File: src/mtl_pkg.sv
// ----------------------------------------------------------------------------
// mtl_pkg: shared types and constants for the multibit trie LPM lookup
// Item and configuration structs, opcodes, register indexes and route codes.
// ----------------------------------------------------------------------------
`timescale 1ns / 1ps
`default_nettype none

package mtl_pkg;

  // Defaults for the top-level parameters.
  localparam int NODE_COUNT_DEF = 256;
  localparam int HOP_WIDTH_DEF  = 32;

  // Fixed field widths.
  localparam int NODE_W    = 8;
  localparam int SLOT_W    = 8;
  localparam int ADDR_W    = 128;
  localparam int OUT_HOP_W = 32;
  localparam int LVL_W     = 4;
  localparam int Q_DEPTH   = 2;

  // Last walk level for each address family.
  localparam logic [LVL_W-1:0] LVL_LAST4 = 4'd3;
  localparam logic [LVL_W-1:0] LVL_LAST6 = 4'd15;

  // Item opcodes.
  localparam logic OP_LOOKUP = 1'b0;
  localparam logic OP_WRITE  = 1'b1;

  // Route source codes.
  localparam logic [1:0] SRC_NONE    = 2'd0;
  localparam logic [1:0] SRC_PREFIX  = 2'd1;
  localparam logic [1:0] SRC_DEFAULT = 2'd2;

  // Configuration register indexes.
  localparam logic [1:0] REG_ROOT    = 2'd0;
  localparam logic [1:0] REG_IPV6    = 2'd1;
  localparam logic [1:0] REG_DEF_EN  = 2'd2;
  localparam logic [1:0] REG_DEF_HOP = 2'd3;

  typedef struct packed {
    logic [NODE_W-1:0]    root;
    logic                 ipv6;
    logic                 def_en;
    logic [OUT_HOP_W-1:0] def_hop;
  } cfg_t;

  typedef struct packed {
    logic                 op;
    logic [ADDR_W-1:0]    addr;
    logic [NODE_W-1:0]    wr_node;
    logic [SLOT_W-1:0]    wr_slot;
    logic [NODE_W-1:0]    wr_child;
    logic                 wr_valid;
    logic [OUT_HOP_W-1:0] wr_hop;
    logic                 in_pool;
  } item_t;

  // Nodes actually held: node indexes are 8 bits wide.
  function automatic int nodes_held(input int node_count);
    return (node_count < 256) ? node_count : 256;
  endfunction

endpackage

`default_nettype wire

File: src/mtl_queue.sv
// ----------------------------------------------------------------------------
// mtl_queue: short item queue between front and back
// A small register FIFO so intake and the trie walk stall independently.
// ----------------------------------------------------------------------------
`timescale 1ns / 1ps
`default_nettype none

module mtl_queue
  import mtl_pkg::*;
(
  input  wire logic  clk,
  input  wire logic  rst_n,
  input  wire logic  push,
  input  wire item_t push_item,
  output logic       full,
  input  wire logic  pop,
  output logic       valid,
  output item_t      head
);

  localparam int PTR_W = (Q_DEPTH > 1) ? $clog2(Q_DEPTH) : 1;
  localparam int CNT_W = $clog2(Q_DEPTH + 1);

  item_t             slots_r [Q_DEPTH];
  logic [PTR_W-1:0]  wr_ptr_r, wr_ptr_nxt;
  logic [PTR_W-1:0]  rd_ptr_r, rd_ptr_nxt;
  logic [CNT_W-1:0]  cnt_r, cnt_nxt;

  assign full  = (cnt_r == CNT_W'(Q_DEPTH));
  assign valid = (cnt_r != '0);
  assign head  = slots_r[rd_ptr_r];

  always_comb begin
    wr_ptr_nxt = wr_ptr_r;
    rd_ptr_nxt = rd_ptr_r;
    cnt_nxt    = cnt_r;
    if (push) begin
      wr_ptr_nxt = (wr_ptr_r == PTR_W'(Q_DEPTH - 1)) ? '0 : wr_ptr_r + 1'b1;
    end
    if (pop) begin
      rd_ptr_nxt = (rd_ptr_r == PTR_W'(Q_DEPTH - 1)) ? '0 : rd_ptr_r + 1'b1;
    end
    if (push && !pop) begin
      cnt_nxt = cnt_r + 1'b1;
    end else if (pop && !push) begin
      cnt_nxt = cnt_r - 1'b1;
    end
  end

  always_ff @(posedge clk) begin
    if (!rst_n) begin
      wr_ptr_r <= '0;
      rd_ptr_r <= '0;
      cnt_r    <= '0;
    end else begin
      wr_ptr_r <= wr_ptr_nxt;
      rd_ptr_r <= rd_ptr_nxt;
      cnt_r    <= cnt_nxt;
    end
  end

  always_ff @(posedge clk) begin
    if (push) begin
      slots_r[wr_ptr_r] <= push_item;
    end
  end

endmodule

`default_nettype wire

File: config.mk
export PLATFORM = sky130hd
export DESIGN_NAME = mtl_queue
export DESIGN_NICKNAME = d
export VERILOG_FILES = /design/src/mtl_pkg.sv /design/src/mtl_queue.sv
export SDC_FILE = /design/constraint.sdc
export NUM_CORES = 1
export LEC_CHECK = 0
export ABC_AREA = 1
export BUFFER_PORTS_ARGS = -buffer_cell sky130_fd_sc_hd__buf_2
export CAP_MARGIN = 20
export CORE_MARGIN = 10
export CORE_UTILIZATION = 50
export DETAILED_ROUTE_END_ITERATION = 10
export GPL_ROUTABILITY_DRIVEN = 0
export PLACE_DENSITY = 0.85
export REMOVE_ABC_BUFFERS = 1
export SLEW_MARGIN = 20
export SYNTH_ARGS = -nofsm -noshare
export SYNTH_HDL_FRONTEND = slang
export SYNTH_SLANG_ARGS = --single-unit
File: constraint.sdc
create_clock -name clk -period 13.8 [get_ports clk]
set_clock_uncertainty 0.2 [all_clocks]
set_input_delay 1.38 -clock clk [delete_from_list [all_inputs] [get_ports clk]]
set_output_delay 1.38 -clock clk [all_outputs]
set_load 0.01 [all_outputs]
**Yosys cells after proc, flatten, opt, wreduce, memory -nomap -nowiden**

Memories as Yosys holds them, arrays and structs flattened. A register that Yosys moved wholly into a read port is not among the register bits.
Index checks and enable logic that the tools add are counted.

- Add/subtract/negate cells: 4
- Equality and inequality tests: 1
- Muxes and demuxes: 8
- Reductions and logical operators: 6

Operators with widths:

| cell | number |
|---|---|
| 2-to-1 mux 1 bit | 6 |
| 2-to-1 mux 2 bit | 2 |
| nonzero test 2 bit | 2 |
| adder 1 bit, second input constant | 2 |
| adder 2 x 1 -> 2 bit, second input constant | 1 |
| == test 2 bit, second input constant | 1 |
| logical AND 1 bit | 2 |
| logical NOT 1 bit | 2 |
| subtractor 2 x 1 -> 2 bit, second input constant | 1 |

- Register bits: 4
- Memory bits (writable): 374
- Input bits: 191
- Output and inout port bits: 189
- Memories kept: 1

Memories:

| name | depth | width | read ports | clocked after Yosys merged registers in | write ports | line | text |
|---|---|---|---|---|---|---|---|
| slots_r | 2 | 187 | 1 | 1 | 1 | mtl_queue.sv:24 | `item_t slots_r [Q_DEPTH];` |

**Logic depth before layout (Yosys ltp)**

Gate-level depths: netlist of the first run.

- Depth after elaboration: 4
- Mapped depth: 8

**Worst setup path before layout of the first run**

No wires, ideal clock.

- Path type: input to register
- Start point: input port push
- End point: memory slots_r[0][0] (netlist name), enable pin
- Arrival time: 9235 ps
- Path slack: 3623 ps
- Stages: 2
- Path through: inv_1 nor2_1

- Word-level cells in the longest chain between the ends: 2

Ends and longest elaborated chain:

| item | line | text |
|---|---|---|
| from (decl) | mtl_queue.sv:13 | `input wire logic push,` |
| 2-to-1 mux 1 bit | mtl_queue.sv:63 | `if (push) begin` |
| 2-to-1 mux 1 bit (implied by the code) | mtl_queue.sv:64 | `slots_r[wr_ptr_r] <= push_item;` |
| to (decl) | mtl_queue.sv:24 |  |

Every way passes these cells.

==> results.md, run 1 <==
Global route:
- The initial antenna violation count is 9.
- For this run, the total global-route usage over all layers was measured as 0.1623.
- The number of global-route vias before repair is 7789.
- The leftover overflow at the end of global routing is 0.
- The pin count of the biggest net entering global routing is 119.
- The first global-routing pass estimated 45190 um of wire.

Clock tree:
- The number of hold buffers added after CTS was 0.
- The clock transition time at the flip-flop clock pins of the worst setup and hold paths is 0.06 ns.
- Clock tree synthesis inserted a total of 38 buffers.
- Post-CTS repair changed the size of 0 cells.
- For this design, the sink count on the clock tree is 379.
- No sink is reached through more buffers than the 3 on the longest clock path.
- The post-CTS setup repair buffer count is 0.
- The later pin in the worst-skew pair is clocked with a latency of 0.50 ns.
- CTS placed an instance of sky130_fd_sc_hd__clkbuf_16 at the clock tree root.
- The TritonCTS clock tree is done.
- The H-tree level count is 2.

Setup path:
- The worst setup path is launched from a flip-flop.
- The required time reported for the critical path endpoint is between 10 and 15 ns.
- Measured in cells, the most critical reg-to-reg path has a length of 3.
- Along the worst path, the maximum fanout reaches 60.
- The destination of the worst register-to-register timing path is slots_r[1][79].
- The source of the worst register-to-register timing path is wr_ptr_r.
- The flop-to-flop setup slack is 11.01 ns.
- The kind of end point of the critical path is a primary output.
- By startpoint and endpoint, the worst setup path is classified as flip-flop to primary output.
- STA puts the critical path data arrival time at ~2.5 ns.

Die:
- The number of placement rows is 61.
- The starting density of the core is 0.5104.
- From bottom edge to top edge, the die measures about 190 um.
- The horizontal die dimension is 188.9 um.
- The core region area is 27930 um2.
- The die footprint is around 36000 um2.
- The top-level port count is 380.

Synth:
- The number of warnings reported in the yosys synthesis log is 0.
- Of the total synthesized cell area, the portion taken by XOR and XNOR cells is 0.
- The netlist area before placement is between 10000 and 15000 um2.
- Of the total synthesized cell area, the portion taken by AND, OR, NAND and NOR gates is 0.005265.
- Yosys mapped the design onto 14 distinct sky130hd cell types.
- The post-synthesis sequential element count is 379.
- After synthesis, the cell types taking the most area are sky130_fd_sc_hd__edfxtp_1, sky130_fd_sc_hd__mux2_4, sky130_fd_sc_hd__mux2_2.
- Of the total synthesized cell area, the portion taken by full adders, half adders and majority gates is 0.0008776.
- The share of the synthesized area in the top cell type is 0.7877.
- The mean post-synth cell area is approximately 23 um2.
- After technology mapping, the gate count stands at 617.
- After synthesis, the largest family of logic cells by area is multiplexers.
- The register area share after synthesis is 0.7947.
- The mux cell area share after synthesis is 0.1819.
- Summed over all instances, the cell type with the most area after synthesis is sky130_fd_sc_hd__edfxtp_1.
- The complex-gate fraction of the synthesized area is 0.0007021.

Status:
- The run finished with clean final reports.

Finish:
- The layout cell share with drive strength beyond 1 is 0.6019.
- The synthesis-to-layout area growth is 24.17%.
- The footprint of the flip-flops and latches is 11330 um2.
- In the final layout, the multi-input gates occupy between 2000 and 3000 um2.
- After the last flow step, the layout net total stands at 1215.
- The fill cell total of the finished layout is 1946.

STA:
- Headroom to the max-slew limit came out at 0.3145.
- Setup repair after global routing left no endpoint under its margin.
- For the pin with the worst max-slew slack, the measured transition is slightly above 1 ns.
- The number of hold violations in the final report is 0.
- The final critical-path setup slack is 9.700 ns.
- The total negative slack is 0 ns.
- Setup violations remaining at the end of the flow were counted as 0.
- The max-slew violation count is 0.
- The portion of the clock cycle consumed by the worst path in the final layout is 0.2971.
- Timing would allow up to 243.9 MHz.
- The post-route minimum period is a little over 4 ns.

Pwr:
- Dividing total power by cell area gives a power density of 145.0 nW/um2.
- The maximum VDD drop is 0.1066 mV.
- The leakage power is roughly 7.0 nW.

Drt:
- The number of DRC violations after detailed-routing iteration 0 is around 330.
- The aggregate routed wire length is 30620 um.
- Dividing the detail-routed wire length by the instance count gives between 20 and 25 um.
- The final routed DRC violation total is 0.
- The count of nets left with antenna violations once routing finished came out at 0.
- The total iterations of the first detailed-routing run is 6.
- Summing over every cut layer, the via total after detailed routing is 7190.
- The detail-routed via count per cell is 5.010.

Placement:
- The worst setup slack after placement is 9.940 ns.
- The HPWL after detailed placement is ~21000 um.
- The total of buffers placed on input and output ports is 379.

Flow run:
- Max-cap violations in this run came to 0.

Min path:
- In this run the worst hold path is classified as flip-flop to flip-flop.
- The number of cells on the worst hold path is 2.
- In this run the most critical hold path is launched from rd_ptr_r.
## report_power, final
group / switching (mW) / leakage, nW / total, mW / internal (mW)
clock: 0.401 / 0.577 / 0.957 / 0.556
combinational: 0.133 / 2.83 / 0.258 / 0.125
sequential: 0.0167 / 3.55 / 1.35 / 1.33
total: 0.550 / 6.96 / 2.57 / 2.02
## worst max path at each step
stage               startpoint         endpoint  slack, ns  cells past startpoint
floorplan                 push    slots_r[0][0]       3.62                      2
global placement          push  slots_r[0][128]       9.94                      5
detailed placement        push  slots_r[0][128]       9.94                      5
CTS                  flip-flop        head[177]       9.60                      3
global route         flip-flop         head[25]       9.59                      3
finish               flip-flop         head[25]       9.70                      3
## cell usage in the layout, fill, tap and decap left out, types with 4 or more instances in the layout
| cell | Yosys | layout |
|---|---|---|
| sky130_fd_sc_hd__clkinv_2 | 0 | 10 |
| sky130_fd_sc_hd__mux2_4 | 130 | 130 |
| sky130_fd_sc_hd__clkinv_1 | 0 | 5 |
| sky130_fd_sc_hd__clkbuf_1 | 0 | 7 |
| sky130_fd_sc_hd__diode_2 | 0 | 7 |
| sky130_fd_sc_hd__inv_1 | 8 | 7 |
| sky130_fd_sc_hd__buf_4 | 0 | 7 |
| sky130_fd_sc_hd__mux2_2 | 57 | 57 |
| sky130_fd_sc_hd__buf_2 | 5 | 379 |
| sky130_fd_sc_hd__clkbuf_16 | 0 | 39 |
| sky130_fd_sc_hd__nand2_1 | 9 | 9 |
| sky130_fd_sc_hd__edfxtp_1 | 374 | 374 |
| sky130_fd_sc_hd__nor2_1 | 8 | 7 |
| sky130_fd_sc_hd__dfxtp_1 | 5 | 4 |
## per-layer routing
metal  GRT usage  up-vias  wire length, um  share of wire
met5           0        -               20        0.00065
met4     0.06105        4              701          0.023
met3     0.06376       49             2761          0.090
met2      0.2859      290            16160           0.53
met1      0.1719     3581            10980           0.36
li1            -     3266                -              -
## area by class of cell
type,instances,area share
flip-flops and latches,379,0.6403
multi-input cells,209,0.1524
repair buffers,387,0.1117
clock buffers,46,0.05661
well taps,378,0.02672
clock inverters,21,0.009188
inverters,8,0.002120
diodes,7,0.0009895
## critical path: stages (launching register included)
cell and delay [ns]:
sky130_fd_sc_hd__dfxtp_4 0.53, sky130_fd_sc_hd__buf_4 0.84, sky130_fd_sc_hd__mux2_2 0.44, sky130_fd_sc_hd__buf_2 0.14
## flip-flops by register name (all words and copies together) (netlist names), named ones only
signal / count
rd_ptr_r: 1
slots_r: 374
wr_ptr_r: 1
cnt_r: 2
## per-stage QoR
step	util	std cells	power [mW]	instance area, um2	hold WS, ns
after detailed placement	0.5904	1360	1.636	16490	0.2857
after CTS	0.6321	1427	2.593	17660	0.3018
after global placement	0.5904	1360	1.626	16490	0.2739
after floorplan	-	596	1.557	14050	0.2635
after global routing	0.6337	1434	2.656	17700	0.3191
final	0.6337	1435	2.567	17700	0.2955
## synth_stat cells
cell                       number
sky130_fd_sc_hd__ha_1           1
sky130_fd_sc_hd__nor2_1         8
sky130_fd_sc_hd__nand2_1        9
sky130_fd_sc_hd__buf_2          5
sky130_fd_sc_hd__dfxtp_1        5
sky130_fd_sc_hd__inv_1          8
sky130_fd_sc_hd__nand4_1        1
sky130_fd_sc_hd__o21ai_0        1
sky130_fd_sc_hd__mux2_4       130
sky130_fd_sc_hd__buf_6         16
sky130_fd_sc_hd__a21oi_1        1
sky130_fd_sc_hd__edfxtp_1     374
sky130_fd_sc_hd__mux2_2        57
sky130_fd_sc_hd__nand3_1        1
## cells by family (layout without fill, tap and decap cells)
family                   after synthesis  after routing
flip-flops                           379            379
multiplexers                         187            187
buffers and inverters                 29            462
AND/OR/NAND/NOR                       19             19
AO/OA/AOI/OAI                          2              2
adder cells (fa/ha/maj)                1              1
other                                  0              7
No activity file was read; power rests on OpenSTA's default activity.
==> run 2, diff against run 1 <==
CORE_UTILIZATION = 47   (was 50)
PLACE_DENSITY = 0.84   (was 0.85)
clock period = 3.5 ns   (was 13.8 ns; I/O delays follow)
==> results.md, run 2 (synthesis gave the netlist of run 1 again) <==
Finish:
- The layout cell share with drive strength beyond 1 is 0.5124.
- The synthesis-to-layout area growth is 39.24%.
- Leaving out fill and tap cells, the most frequent cell in the layout is sky130_fd_sc_hd__buf_2.
- The fill cell total of the finished layout is 1888.
- The sequential cells in the finished layout cover a total of 11330 um2.
- The non-filler instance count after layout is 1650.
- The largest register by flop count is slots_r.
- In the layout the commonest cells are sky130_fd_sc_hd__buf_2, sky130_fd_sc_hd__edfxtp_1, sky130_fd_sc_hd__dlygate4sd3_1, sky130_fd_sc_hd__mux2_4, sky130_fd_sc_hd__mux2_2.
- After routing the design area is 19850 um2.
- The flip-flop count of the largest register, all copies and words added is around 370.
- The largest registers in the layout are slots_r (374), cnt_r (2).
- The net count of the finished layout is 1420.
- The multi-input combinational cells in the finished layout cover a total of 2699 um2.

Drt:
- The first detailed-routing pass took 5 iterations.
- The final antenna-violating net count is 0.
- The final route contains between 8000 and 9000 vias.
- The number of DRC violations after detailed-routing iteration 0 is 388.
- The detail-routed via count per cell is 4.901.
- The final routed DRC violation total is 0.
- The routed wire length per instance is 22.56 um.
- The aggregate routed wire length is 37220 um.

Placement:
- The number of cells in the design after placement is 1388.
- The cell area after placement is 16780 um2.
- After legalization and detailed placement, the total HPWL measured 23370 um.
- The total of buffers placed on input and output ports is ~380.

Die:
- Measured along the y axis, the die boundary spans between 150 and 200 um.
- The initial utilization of the core area, before any placement, comes to 0.4785.
- The die covers 37700 um2.
- The top-level port count is 380.
- Measured along the x axis, the die boundary spans 194.2 um.
- The core region area is 29800 um2.
- The floorplan has 63 rows.

Setup path:
- Walking the worst path, the cells encountered are buf_12 -> mux2_4 -> buf_2.
- The critical path arrival is 2.29 ns.
- Counting both buffers and inverters, the worst setup path holds a total of 2.
- The largest fanout on the critical path is 39.
- The worst setup path is captured at a primary output.
- On the worst path, the slowest cell contributes a delay of roughly 0.82 ns.
- The slowest stage of the critical path belongs to the cell sky130_fd_sc_hd__dfxtp_4.
- The critical path startpoint category is a flip-flop.
- The class of the most critical setup path is flip-flop to primary output.
- Data on the critical path is required at its endpoint by 2.95 ns.
- The family with the most delay on the worst path is flip-flops.

Global route:
- Entering global routing, the biggest net connects a little over 80 pins.
- In the global route stage, overall resource usage came out at 0.1897.
- Global routing finished with a remaining overflow of 0.
- The wire length of the first global-routing pass is 55990 um.
- The number of global-route vias before repair is 9082.
- The initial antenna violation count came to 5.

STA:
- Counting I/O delays and the setup requirement, the final critical path takes 2.836 ns.
- Static timing analysis puts the maximum clock frequency at about 350 MHz.
- The max-slew violation count came to 0.
- Setup repair after global routing left no endpoint under its margin.
- The portion of the clock cycle consumed by the worst path in the final layout is 0.8103.
- For the pin with the worst max-slew slack, the measured transition is just under 0.9 ns.
- The worst slew slack as a fraction of its limit is 0.4152.
- The number of hold violations in the final report was 0.
- The final number of setup-violating endpoints is 0.

Pwr:
- Summed over all cells, the static leakage comes to 7.857 nW.
- Across the VDD grid, the largest voltage drop is 0.3907 mV.
- The power density over cell area is 525.9 nW/um2.

Clock tree:
- The tree is rooted in a sky130_fd_sc_hd__clkbuf_16.
- The post-CTS setup repair buffer count is 0.
- Counting the buffers created by CTS gives 38.
- In this run the deepest clock path goes through 3 buffers.
- The TritonCTS clock tree is done.
- The quantity of gates resized following cts is 0.
- After clock tree synthesis, the clock-pin slew on the worst setup and hold paths is 0.07 ns.
- The source-to-sink clock delay at the later pin of the worst-skew pair is between 0.5 and 0.6 ns.
- For this design, the CTS-stage hold fixing added 190 buffers.
- The H-tree level count is 2.
- The number of sinks on the clock net is 379.

Flow run:
- Across the run, the number of max-cap violations was 0.

Min path:
- The worst hold path belongs to the class input pin to flip-flop.

Status:
- The flow ran to the end, and the final reports show no timing, DRC or antenna violations.
[run 2: cell types whose count changed in the layout (fill, tap and decap cells not counted), moves of 2 or more]
cell,before,now
sky130_fd_sc_hd__clkinv_2,10,6
sky130_fd_sc_hd__diode_2,7,5
sky130_fd_sc_hd__buf_4,7,11
sky130_fd_sc_hd__dlygate4sd3_1,0,190
sky130_fd_sc_hd__buf_12,0,12
sky130_fd_sc_hd__clkinv_1,5,7
sky130_fd_sc_hd__clkbuf_1,7,9
[run 2: layer usage]
layer	global-route usage	vias up	wire, um
met4	0.06445	0	1023
met5	0	-	0
met2	0.3459	340	20050
met1	0.2062	4013	13450
li1	-	3672	-
met3	0.05360	61	2690
[run 2: final timing paths]
check	start	to	slack (ns)	depth (start not counted)
max reg2reg	wr_ptr_r	slots_r[1][104]	1.48	3
min	push	cnt_r[0]	0.07	3
max	flip-flop	head[91]	0.66	3
min reg2reg	rd_ptr_r	flip-flop	0.32	2
[run 2: tightest hold or removal path: stages]
cell and delay (ns):
sky130_fd_sc_hd__buf_2 0.12, sky130_fd_sc_hd__ha_1 0.19, sky130_fd_sc_hd__a21oi_1 0.07
[run 2: layout make-up]
class,count,area share
repair buffers,592,0.2076
multi-input cells,209,0.1360
flip-flops and latches,379,0.5710
clock buffers,48,0.05086
diodes,5,0.0006303
well taps,390,0.02458
clock inverters,19,0.007500
inverters,8,0.001891
[run 2: metrics by stage]
stage / hold WS, ns / utilization / total power [mW] / setup WS (ns) / TNS (ns)
after floorplan: 0.2489 / - / 6.138 / -5.647 / -2035.22
after global placement: 0.2776 / 0.5631 / 6.458 / 1.247 / 0
after detailed placement: 0.2920 / 0.5631 / 6.503 / 1.207 / 0
after CTS: 0.02800 / 0.6658 / 10.46 / 0.6491 / 0
after global routing: 0.08396 / 0.6662 / 10.79 / 0.5716 / 0
final: 0.06729 / 0.6662 / 10.44 / 0.6638 / 0
[run 2: power breakdown]
| group | leakage, nW | internal (mW) | switching [mW] | total [mW] |
|---|---|---|---|---|
| Clock | 0.563 | 2.19 | 1.64 | 3.84 |
| Sequential | 3.55 | 5.26 | 0.0880 | 5.35 |
| Combinational | 3.74 | 0.667 | 0.589 | 1.26 |
| Total | 7.86 | 8.12 | 2.32 | 10.4 |
==> run 3, diff against run 2 <==
ABC_AREA = 0   (was 1)
CORE_UTILIZATION = 50   (was 47)
PLACE_DENSITY = 0.85   (was 0.84)
clock period = 2.9 ns   (was 3.5 ns; I/O delays follow)
==> results.md, run 3 <==
Die:
- The horizontal die dimension is 188.8 um.
- The core region area is between 20000 and 30000 um2.
- The number of placement rows is about 60.
- Pin placement for this block handled 380 I/O pins.
- The starting density of the core is 0.5101.
- The floorplan step defined a die boundary enclosing about 36000 um2.
- The floorplan step set the die height to 188.8 um.

Synth:
- After synthesis, the cell types taking the most area are sky130_fd_sc_hd__edfxtp_1, sky130_fd_sc_hd__mux2_4, sky130_fd_sc_hd__mux2_2.
- The fraction of registers with async set or reset after synthesis is 0.
- After synthesis, the most frequently instantiated cells are sky130_fd_sc_hd__edfxtp_1, sky130_fd_sc_hd__mux2_4, sky130_fd_sc_hd__mux2_2.
- In this run, distinct cell masters in the synthesized netlist total 17.
- The cell count after synthesis came out at 604.
- The synthesized design contains 379 register bits.
- Averaged over all synthesized cells, the footprint is 23.59 um2.
- The most used flip-flop cell after synthesis is sky130_fd_sc_hd__edfxtp_1.
- The Yosys step of the flow raised 0 warnings.
- The mapped netlist covers roughly 14000 um2.
- Of the post-synthesis cell area, the dominant cell type holds 0.7882.
- In this run, synthesis inferred 374 flip-flops with an integrated enable.
- The library cell with the highest instance count after synthesis is sky130_fd_sc_hd__edfxtp_1.
- Summed over all instances, the cell type with the most area after synthesis is sky130_fd_sc_hd__edfxtp_1.
- Of the synthesized area, sequential elements account for 0.7952.

STA:
- The final critical-path setup slack is 0.2639 ns.
- The max-slew violation count is 0.
- Setup violations remaining at the end of the flow were counted as 0.
- The portion of the clock cycle consumed by the worst path in the final layout is 0.9090.
- The number of hold violations in the final report is 0.
- In this run the tightest slew margin relative to its limit is 0.6083.
- Setup total negative slack on the finished layout was measured at 0 ns.
- Counting I/O delays and the setup requirement, the final critical path takes ~2.6 ns.
- Setup repair after global routing left no endpoint under its margin.
- Static timing analysis puts the maximum clock frequency at 379.3 MHz.
- For the pin with the worst max-slew slack, the measured transition is 0.5876 ns.
- Hold timing on the final database bottoms out at a slack of 0.1889 ns.

Drt:
- After detailed routing, the number of vias per cell comes to 4.990.
- Summed over all layers, the routed wires come to 37070 um.
- The final routed DRC violation total is 0.
- The final antenna-violating net count is 0.
- The first detailed-routing pass ran for 4 iterations.
- The detailed-route via count is 8093.
- The routed wire length per instance is between 20 and 25 um.
- For this block, the initial DRC count from the detailed router was a little under 500.

Global route:
- The wire length of the first global-routing pass is approximately 56000 um.
- The number of global-route vias before repair is 9226.
- The pin count of the biggest net entering global routing is 100.
- The leftover overflow at the end of global routing is 0.
- The initial antenna violation count is 6.
- The overall fraction of global-route tracks in use is 0.2009.

Setup path:
- The critical path arrival is 2.15 ns.
- The kind of end point of the critical path is a primary output.
- The largest single stage delay on the critical path is 0.70 ns.
- The flop-to-flop setup slack is 1.08 ns.
- The cell with the largest stage delay on the worst path is sky130_fd_sc_hd__dfxtp_4.
- Measured in cells, the most critical reg-to-reg path has a length of 2.
- The largest fanout on the critical path is 31.
- STA classifies the critical path startpoint as a flip-flop.
- The class of the most critical setup path is flip-flop to primary output.
- The source of the worst register-to-register timing path is wr_ptr_r.
- The critical path goes through buf_4 -> mux2_2 -> buf_2.
- The family with the most delay on the worst path is flip-flops.
- STA puts the critical path data required time at 2.41 ns.
- The destination of the worst register-to-register timing path is slots_r[1][168].
- The critical path contains buffers and inverters numbering 2 combined.

Pwr:
- In this run the static leakage power is 7.812 nW.
- Power spread over the standard cell area amounts to 650.9 nW/um2.
- The design draws 12.90 mW.
- VDD sags by at most 0.6086 mV.

Status:
- The flow ran to the end, and the final reports show no timing, DRC or antenna violations.

Placement:
- Summing all placed instances gives a cell area of 16670 um2.
- Summed over all nets, the half-perimeter wirelength after detailed placement is around 22000 um.
- The number of placed instances, taps included, is 1358.
- At the placement stage, the worst setup path has a slack of about 0.76 ns.
- The total of buffers placed on input and output ports is 379.

Min path:
- The terminating pin of the worst hold path is cnt_r[1].
- The path class of the lowest-slack min-delay path is input pin to flip-flop.
- Along the worst hold path, the cell count comes to 4.
- The worst min-delay path startpoint is push.

Finish:
- The library cell used most frequently in the layout, excluding fill and tap cells, is sky130_fd_sc_hd__buf_2.
- The synthesis-to-layout area growth is 39.08%.
- The layout cell share with drive strength beyond 1 is 0.5174.
- The final standard cell area without fillers is 19820 um2.
- The largest register by flop count is slots_r.
- The non-filler instance count after layout is 1622.
- The final-stage net count is 1403.
- The final core utilization is 0.7094.
- In the final layout, the registers with the most flip-flops are slots_r (374), cnt_r (2).
- In the layout the commonest cells are sky130_fd_sc_hd__buf_2, sky130_fd_sc_hd__edfxtp_1, sky130_fd_sc_hd__dlygate4sd3_1, sky130_fd_sc_hd__mux2_4, sky130_fd_sc_hd__mux2_2.
- The register with the most flip-flops in the layout has 374 of them.
- After filler insertion, the fill cell instance count of the layout stands at 1654.

Clock tree:
- The cell sitting at the root of the clock tree is a sky130_fd_sc_hd__clkbuf_16.
- TritonCTS built the clock tree.
- Buffers inserted during clock tree synthesis total 39.
- Counting along the longest clock path gives a buffer depth of 3.
- Post-CTS repair changed the size of 0 cells.
- Clock-pin slew was measured on the worst setup and hold paths at 0.05 ns.
- CTS saw 379 sinks.
- The H-tree level count is 2.
- The source-to-sink clock delay at the later pin of the worst-skew pair is ~0.5 ns.

Flow run:
- Across the run, the number of max-cap violations was 0.
## run 3: cell types whose count changed after synthesis, sizes merged, moves of 2 or more
cell,change
inv,-7
nand2,-9
nor2,-8
nor2b,+3
and2,+4
xor2,+2
## run 3: cell type report
type	count	area, um2	area share
Antenna cell	7	17.52	0.0008840
Clock buffer	46	1045	0.05272
Clock inverter	21	177.7	0.008966
Inverter	1	3.754	0.0001894
Multi-Input combinational cell	203	2719	0.1372
Sequential cell	379	11330	0.5720
Tap cell	378	473.0	0.02387
Timing Repair Buffer	587	4046	0.2042
## run 3: cell families (layout without fill, tap and decap cells)
kind of cell | after synthesis | count (layout) | share of synthesized area
adder cells (fa/ha/maj) | 1 | 1 | 0.0008780
XOR/XNOR | 3 | 3 | 0.001844
multiplexers | 187 | 187 | 0.1820
AO/OA/AOI/OAI | 3 | 3 | 0.001405
buffers and inverters | 22 | 655 | 0.01466
flip-flops | 379 | 379 | 0.7952
other | 0 | 7 | 0
AND/OR/NAND/NOR | 9 | 9 | 0.003952
## run 3: power by group
group          switching (mW)  internal [mW]
registers               0.109           6.34
clock network            1.97           2.83
logic                   0.773          0.874
## run 3: timing repair
item                      CTS  global route
hold endpoints to repair  379             0
buffers inserted            0             0
hold buffers              190             0
## run 3: metal layers
| metal | GRT usage | share of wire | wire length (um) | up-vias |
|---|---|---|---|---|
| met2 | 0.3651 | 0.54 | 19930 | 356 |
| met1 | 0.2151 | 0.36 | 13250 | 4037 |
| met3 | 0.06093 | 0.073 | 2718 | 75 |
| met4 | 0.07387 | 0.032 | 1171 | 0 |
| met5 | 0 | 0 | 0 | - |
| li1 | - | - | - | 3625 |
## run 3: worst min-delay path, delay by kind of cell
family	cells	cell delay, ns
fa+ha+maj	1	0.21
buf+inv	1	0.13
simple gates	1	0.13
compound gates	1	0.08
## run 3: worst max-delay path by stage
stage	from	endpoint	slack, ns	depth (start not counted)
5_1_grt	flip-flop	head[180]	0.17	3
2_1_floorplan	wr_ptr_r	wr_ptr_r	-6.60	2
3_3_place_gp	flip-flop	head[180]	0.79	3
3_5_place_dp	flip-flop	head[180]	0.76	3
6_report	flip-flop	head[180]	0.26	3
4_1_cts	flip-flop	head[180]	0.21	3
